==> src/rtl/core/mst_pkg.sv <==
`timescale 1ns / 1ps
// Shared types and constants for the max-tracking stack.
package mst_pkg;

  localparam int DEPTH_DEF      = 64;
  localparam int VALUE_BITS_DEF = 32;

  // Operation codes on the input channel.
  typedef enum logic [1:0] {
    FUNC_PUSH    = 2'd0,
    FUNC_POP     = 2'd1,
    FUNC_POP_MAX = 2'd2
  } func_t;

  // Result status codes.
  typedef enum logic [1:0] {
    STAT_OK    = 2'd0,
    STAT_EMPTY = 2'd1,
    STAT_FULL  = 2'd2
  } status_t;

  // Per-cycle command broadcast to every cell of the chain.
  typedef struct packed {
    logic shift_down;  // push: every cell takes its upper neighbor
    logic shift_up;    // pop: every cell takes its lower neighbor
    logic scan;        // move the search token one cell deeper
    logic remove;      // drop the token cell, cells below move up
    logic settle;      // rebuild running maxima above the gap
  } cell_ctrl_t;

endpackage

==> src/rtl/core/mst_cell.sv <==
`timescale 1ns / 1ps
// One stack cell: entry value, running maximum of itself and all deeper cells.
module mst_cell #(
  parameter int VALUE_BITS = mst_pkg::VALUE_BITS_DEF
) (
  input  logic                         clk,
  input  logic                         rst_n,
  input  mst_pkg::cell_ctrl_t          ctrl,
  input  logic                         occ,
  input  logic signed [VALUE_BITS-1:0] up_val,
  input  logic signed [VALUE_BITS-1:0] up_rmax,
  input  logic                         up_tok,
  input  logic signed [VALUE_BITS-1:0] dn_val,
  input  logic signed [VALUE_BITS-1:0] dn_rmax,
  input  logic                         dn_pend,
  input  logic                         dn_occ,
  output logic signed [VALUE_BITS-1:0] val,
  output logic signed [VALUE_BITS-1:0] rmax,
  output logic                         tok,
  output logic                         pend,
  output logic                         hit
);

  logic signed [VALUE_BITS-1:0] val_r, val_nxt;
  logic signed [VALUE_BITS-1:0] rmax_r, rmax_nxt;
  logic                         tok_r, tok_nxt;
  logic                         above_r, above_nxt;
  logic                         pend_r, pend_nxt;

  always_comb begin
    val_nxt   = val_r;
    rmax_nxt  = rmax_r;
    tok_nxt   = tok_r;
    above_nxt = above_r;
    pend_nxt  = pend_r;
    if (ctrl.shift_down) begin
      val_nxt  = up_val;
      rmax_nxt = up_rmax;
    end else if (ctrl.shift_up) begin
      val_nxt  = dn_val;
      rmax_nxt = dn_rmax;
    end else if (ctrl.scan) begin
      tok_nxt   = up_tok;
      above_nxt = above_r | tok_r;
    end else if (ctrl.remove) begin
      tok_nxt   = 1'b0;
      above_nxt = 1'b0;
      if (above_r) begin
        // deeper set lost the max: running max must be rebuilt
        pend_nxt = 1'b1;
      end else begin
        val_nxt  = dn_val;
        rmax_nxt = dn_rmax;
        pend_nxt = 1'b0;
      end
    end else if (ctrl.settle) begin
      if (pend_r && !dn_pend) begin
        if (dn_occ && (dn_rmax > val_r)) begin
          rmax_nxt = dn_rmax;
        end else begin
          rmax_nxt = val_r;
        end
        pend_nxt = 1'b0;
      end
    end
  end

  always_ff @(posedge clk) begin
    val_r  <= val_nxt;
    rmax_r <= rmax_nxt;
    if (!rst_n) begin
      tok_r   <= 1'b0;
      above_r <= 1'b0;
      pend_r  <= 1'b0;
    end else begin
      tok_r   <= tok_nxt;
      above_r <= above_nxt;
      pend_r  <= pend_nxt;
    end
  end

  assign val  = val_r;
  assign rmax = rmax_r;
  assign tok  = tok_r;
  assign pend = pend_r;
  // first cell from the top whose value equals its running max holds the max
  assign hit  = tok_r & occ & (val_r == rmax_r);

endmodule

==> config.mk <==
export PLATFORM = sky130hd
export DESIGN_NAME = mst_cell
export DESIGN_NICKNAME = d
export VERILOG_FILES = /design/src/rtl/core/mst_pkg.sv /design/src/rtl/core/mst_cell.sv
export SDC_FILE = /design/constraint.sdc
export NUM_CORES = 1
export LEC_CHECK = 0
export BUFFER_PORTS_ARGS = -buffer_cell sky130_fd_sc_hd__buf_2
export CAP_MARGIN = 20
export CORE_ASPECT_RATIO = 0.75
export CORE_MARGIN = 8
export CORE_UTILIZATION = 28
export CTS_BUF_LIST = sky130_fd_sc_hd__clkbuf_8
export CTS_CLUSTER_SIZE = 28
export DETAILED_ROUTE_END_ITERATION = 8
export PLACE_DENSITY = 0.56
export SETUP_SLACK_MARGIN = 0.5
export SLEW_MARGIN = 20
export SYNTH_ARGS = -nofsm -noshare
export SYNTH_HDL_FRONTEND = slang
export SYNTH_SLANG_ARGS = --single-unit
export TNS_END_PERCENT = 100
==> constraint.sdc <==
create_clock -name clk -period 6.1 [get_ports clk]
set_clock_uncertainty 0.1 [all_clocks]
set_input_delay 0.61 -clock clk [delete_from_list [all_inputs] [get_ports clk]]
set_output_delay 0.61 -clock clk [all_outputs]
set_load 0.01 [all_outputs]
# Word level (Yosys, flattened, before mapping)
# Index checks and enable logic that the tools add are counted.
dict set report classes {
  order_cmp 1
  shifts 0
  n_reduce_logical 13
  bitwise 6
  add_sub_neg 0
  div 0
  muxes 20
  n_eq_ne 4
  multipliers 0
}
# cell n
set op_table {}
lappend op_table {{two-way mux 32 bit} 13}
lappend op_table {{equality test 32 bit} 1}
lappend op_table {{> comparator 32 bit} 1}
lappend op_table {{nonzero test 4 bit} 2}
lappend op_table {{two-way mux 1 bit} 7}
lappend op_table {{AND reduction 3 bit} 2}
lappend op_table {{nonzero test 2 bit} 3}
lappend op_table {{AND reduction 5 bit} 1}
lappend op_table {{inequality test 4 bit, second input constant} 1}
lappend op_table {{AND reduction 4 bit} 1}
lappend op_table {{inequality test 3 x 1 -> 1 bit, second input constant} 1}
lappend op_table {{inequality test 3 bit, second input constant} 1}
lappend op_table {{inverter 1 bit} 3}
lappend op_table {{nonzero test 3 bit} 1}
lappend op_table {{AND 1 bit} 2}
lappend op_table {{logical AND 1 bit} 2}
lappend op_table {{logical NOT 1 bit} 1}
lappend op_table {{bitwise OR 1 bit} 1}
dict set report totals {
  memories 0
  mem_bits_rw 0
  latch_bits 0
  ff_bits 67
  elab_cells 49
  inputBits 139
  romBits 0
}

# Longest topological paths before layout
dict set report depth {
  depth_word 9
  ltp_mapped 11
  ltp_nobuf 9
}

# Worst setup path before layout
# No wires, ideal clock.
dict set report synth_timing {
  kind {input-to-reg}
  start {input port ctrl[1] in the netlist's numbering}
  end {register rmax_r[0], in the netlist rmax[0] (enable)}
  arrival_time_ns 3.421
  stages 3
  setup_ns 0.466
  setup_slack_ns 2.114
  cell_sequence {clkbuf_2 > mux2_2 > o21ai_0}
}
dict set report synth_between {
  elab_chain_len 2
}
# element line
set synth_lines {}
lappend synth_lines {{start, declared} mst_cell.sv:8} ;# input mst_pkg::cell_ctrl_t ctrl,
lappend synth_lines {{inequality test 4 bit (no source line) or nonzero test 4 bit (tied branches)} n/a}
lappend synth_lines {{AND reduction 4 bit (no source line) *} n/a}
lappend synth_lines {{end signal, assigned} mst_cell.sv:70} ;# rmax_r <= rmax_nxt;
lappend synth_lines {{end, declared} mst_cell.sv:25} ;# logic signed [VALUE_BITS-1:0] rmax_r, rmax_nxt;
# Mark *: on every way between the ends. The rest lies on a longest branch, timed or not.
# A chain may end at the register's enable or synchronous reset.

# Final worst setup path
dict set report layout_timing {
  start {register val_r[31], in the netlist val[31]}
  end {register rmax_r[8], in the netlist rmax[8] (data pin)}
}
dict set report layout_between {
  elab_chain_len 9
}
# element line
set layout_lines {}
lappend layout_lines {{start, declared} mst_cell.sv:24} ;# logic signed [VALUE_BITS-1:0] val_r, val_nxt;
lappend layout_lines {{start signal, assigned} mst_cell.sv:69} ;# val_r <= val_nxt;
lappend layout_lines {{> comparator 32 bit} mst_cell.sv:58} ;# if (dn_occ && (dn_rmax > val_r)) begin
lappend layout_lines {{logical AND 1 bit} mst_cell.sv:58}
lappend layout_lines {{two-way mux 32 bit} mst_cell.sv:58}
lappend layout_lines {{two-way mux 32 bit} mst_cell.sv:57} ;# if (pend_r && !dn_pend) begin
lappend layout_lines {{two-way mux 32 bit} mst_cell.sv:56} ;# end else if (ctrl.settle) begin
lappend layout_lines {{two-way mux 32 bit} mst_cell.sv:45} ;# end else if (ctrl.remove) begin
lappend layout_lines {{two-way mux 32 bit} mst_cell.sv:42} ;# end else if (ctrl.scan) begin
lappend layout_lines {{two-way mux 32 bit} mst_cell.sv:39} ;# end else if (ctrl.shift_up) begin
lappend layout_lines {{two-way mux 32 bit} mst_cell.sv:36} ;# if (ctrl.shift_down) begin
lappend layout_lines {{via rmax_nxt[8]} mst_cell.sv:25}
# The timed path passes the listed nets, and every way through them passes these cells. The select of a mux whose other input is x is not followed.

==> results.toml <==
[drt]
wire_per_inst_microns = 21.3
drtPass1Iterations = 4
first_iter_violations = 281
drt_wl_total_mm = 18.1
drc = 0
vias = 4364
ant_nets = 0
via_per_inst = 5.12

[floorplan]
ios = 206
row_count = 41
core_sq_um = 16800
start_util = 0.286
die-height_microns = 130
die_area_sq_um = 21700
die_w_microns = 167

[timing]
period_share = 0.591
setup_viol = 0
hold_slack_ns = 0.388
worstMarginPinSlew_ns = 0.754
fmax_mhz = 278
final-hold-violation-count = 0
final-max-slew-violation-count = 0
rsz0062_at_grt = "no"
layout_min_cycle_time_ns = 3.60
slew_headroom = 0.498
tns_ns = 0

[global_routing]
met2_usage = 0.249
grt_pass1_vias = 4720
grtUsageTotal = 0.164
antenna_found_initial = 2
use_met1 = 0.207
met3_usage = 0.0702
grt_max_degree = 56
grt_pass1_wl_mm = 27.0
overflow = 0
grt.busiest_layer = "met2"

[cts]
cts_setup_buffers = 0
cts_tree = "built"
cts.clk_slew.worst_paths_ns = 0.07
cts_resized = 0
h-tree-depth = 3
clockBufferDepth = 2
insertion_delay_ns = 0.37
cts_root_buf = "clkbuf_8"
hold_buffers = 0
numCtsBuffers = 9
cts_sinks = 67

[yosys]
synth_fp_nets = 611
synth_fa_ha_area_frac = 0.0832
synth.avg_cell_area_sq_um = 10.9
async_flop_share = 0
yosysSeqAreaShare = 0.412
yosysTopAreaCellShare = 0.399
yosys-top-cells-area = "edfxtp_1 40%, ha_1 8.3%, mux2_2 7.7%"
post_synth_instance_area_sq_um = 4810
synth_cells = 440
synth_top_family_by_area = "compound AO/OA/AOI/OAI gates"
ys_ff_latch = 67
synth_simple_gate_area_frac = 0.0978
synth_largest_area_cell = "edfxtp_1"
yosysWarnings = 0
synth-edff-count = 64
synth_compound_area_frac = 0.201
synth-xor-area-share = 0.0583
synth_mux_area_frac = 0.0772
ys.flop_type = "edfxtp_1"
synth.distinct_cells = 48

[finish]
nNetsFinal = 802
mostFrequentLayoutCell = "buf_2"
drive_above_1_share = 0.431
layout_common_cells = "204 x buf_2, 64 x edfxtp_1, 44 x a21oi_1"
syn_to_final_growth_pct = 29.1

[flow_run]
max_cap_violations = 0

[placed_design]
dpl.hpwl_mm = 14.1
portBuffers = 205
place_congestion = 0.815

[critical_path]
crit_type = "reg -> reg"
worstSetupStartpointType = "flop"
reg2regPathDepth = 10
r2r_slack_ns = 2.50
reg2reg_to = "rmax[8]"
r2r_start = "val[31]"
cp-end-kind = "flop"
cp_max_fo = 20
required_ns = 6.21
crit_arrival_ns = 3.71

[power_and_ir_drop]
power_leakage_nw = 2.67
ir_drop_mv = 0.0921
total_power_mw = 1.40
powerDensity_nw_per_um2 = 225

[worst_hold_path]
hp-class = "in -> reg"
min_from = "rst_n"
hold_depth = 2
hold_end = "tok"

[status]
status = "complete, no violations"
how the worst max path moves through the flow:
stage	from	end	slack, ns	cells after the start
floorplan	ctrl[1]	rmax[0]	2.11	3
global placement	dn_rmax[19]	rmax[24]	2.41	9
detailed placement	dn_rmax[31]	rmax[29]	2.25	9
CTS	val[31]	rmax[29]	2.43	9
global route	val[31]	rmax[0]	2.16	10
finish	val[31]	rmax[8]	2.50	10
final cells by class:
| class | instances | area (sq um) |
|---|---|---|
| antenna | 2 | 5.00 |
| tap | 215 | 269 |
| inverter | 34 | 128 |
| timing repair buffer | 211 | 1110 |
| clock buffer | 9 | 124 |
| clock inverter | 7 | 60.1 |
| fill | 1728 | 10600 |
| multi-input combinational | 308 | 2530 |
| sequential | 67 | 1980 |
registers in the layout (all words and copies together), names as in the netlist:
name     count
rmax        32
val         32
pend         1
above_r      1
tok          1
Yosys cell counts (8+ instances only):
library cell and instances:
buf_6 10, nand4_1 11, o31ai_1 28, a41oi_1 32
a21oi_1 44, ha_1 32, nand2_1 8, mux2_2 33
edfxtp_1 64, inv_1 34, xnor2_1 9, clkbuf_1 16
nor2b_1 36, xor2_1 23
routing by layer:
layer  up-vias  wire (microns)
li1       2065               -
met1      2035            8180
met2       233            7630
met3        29            2020
met4         2             310
met5         -               8
worst max-delay path, stage by stage (launching register included):
cell,delay [ns]
edfxtp_1,0.45
inv_1,0.07
ha_1,0.41
nand4_1,0.23
nor4_2,0.44
a31oi_1,0.21
and2_4,0.22
a211oi_4,0.56
buf_4,0.37
a41oi_1,0.15
a21oi_1,0.21
metrics by stage:
step	utilization	cells	worst slack, ns	area (sq um)
after detailed placement	0.355	833	2.25	5970
after global routing	0.369	852	2.16	6210
after CTS	0.366	849	2.43	6150
final	0.369	853	2.50	6210
after floorplan	-	440	2.11	4810
after global placement	0.355	833	2.41	5970
cells by family after synthesis:
logic type                 after synthesis
adders and majority gates               32
xor gates and xnor gates                32
DFF                                     67
buffers and inverters                   65
AOI/OAI and AO/OA                      133
and+or+nand+nor                         78
muxes                                   33
power breakdown:
group | switching (mW) | internal [mW]
sequential | 0.0537 | 0.565
combinational | 0.230 | 0.176
clock | 0.189 | 0.184
total | 0.472 | 0.925
(Power assumes the default switching activity.)
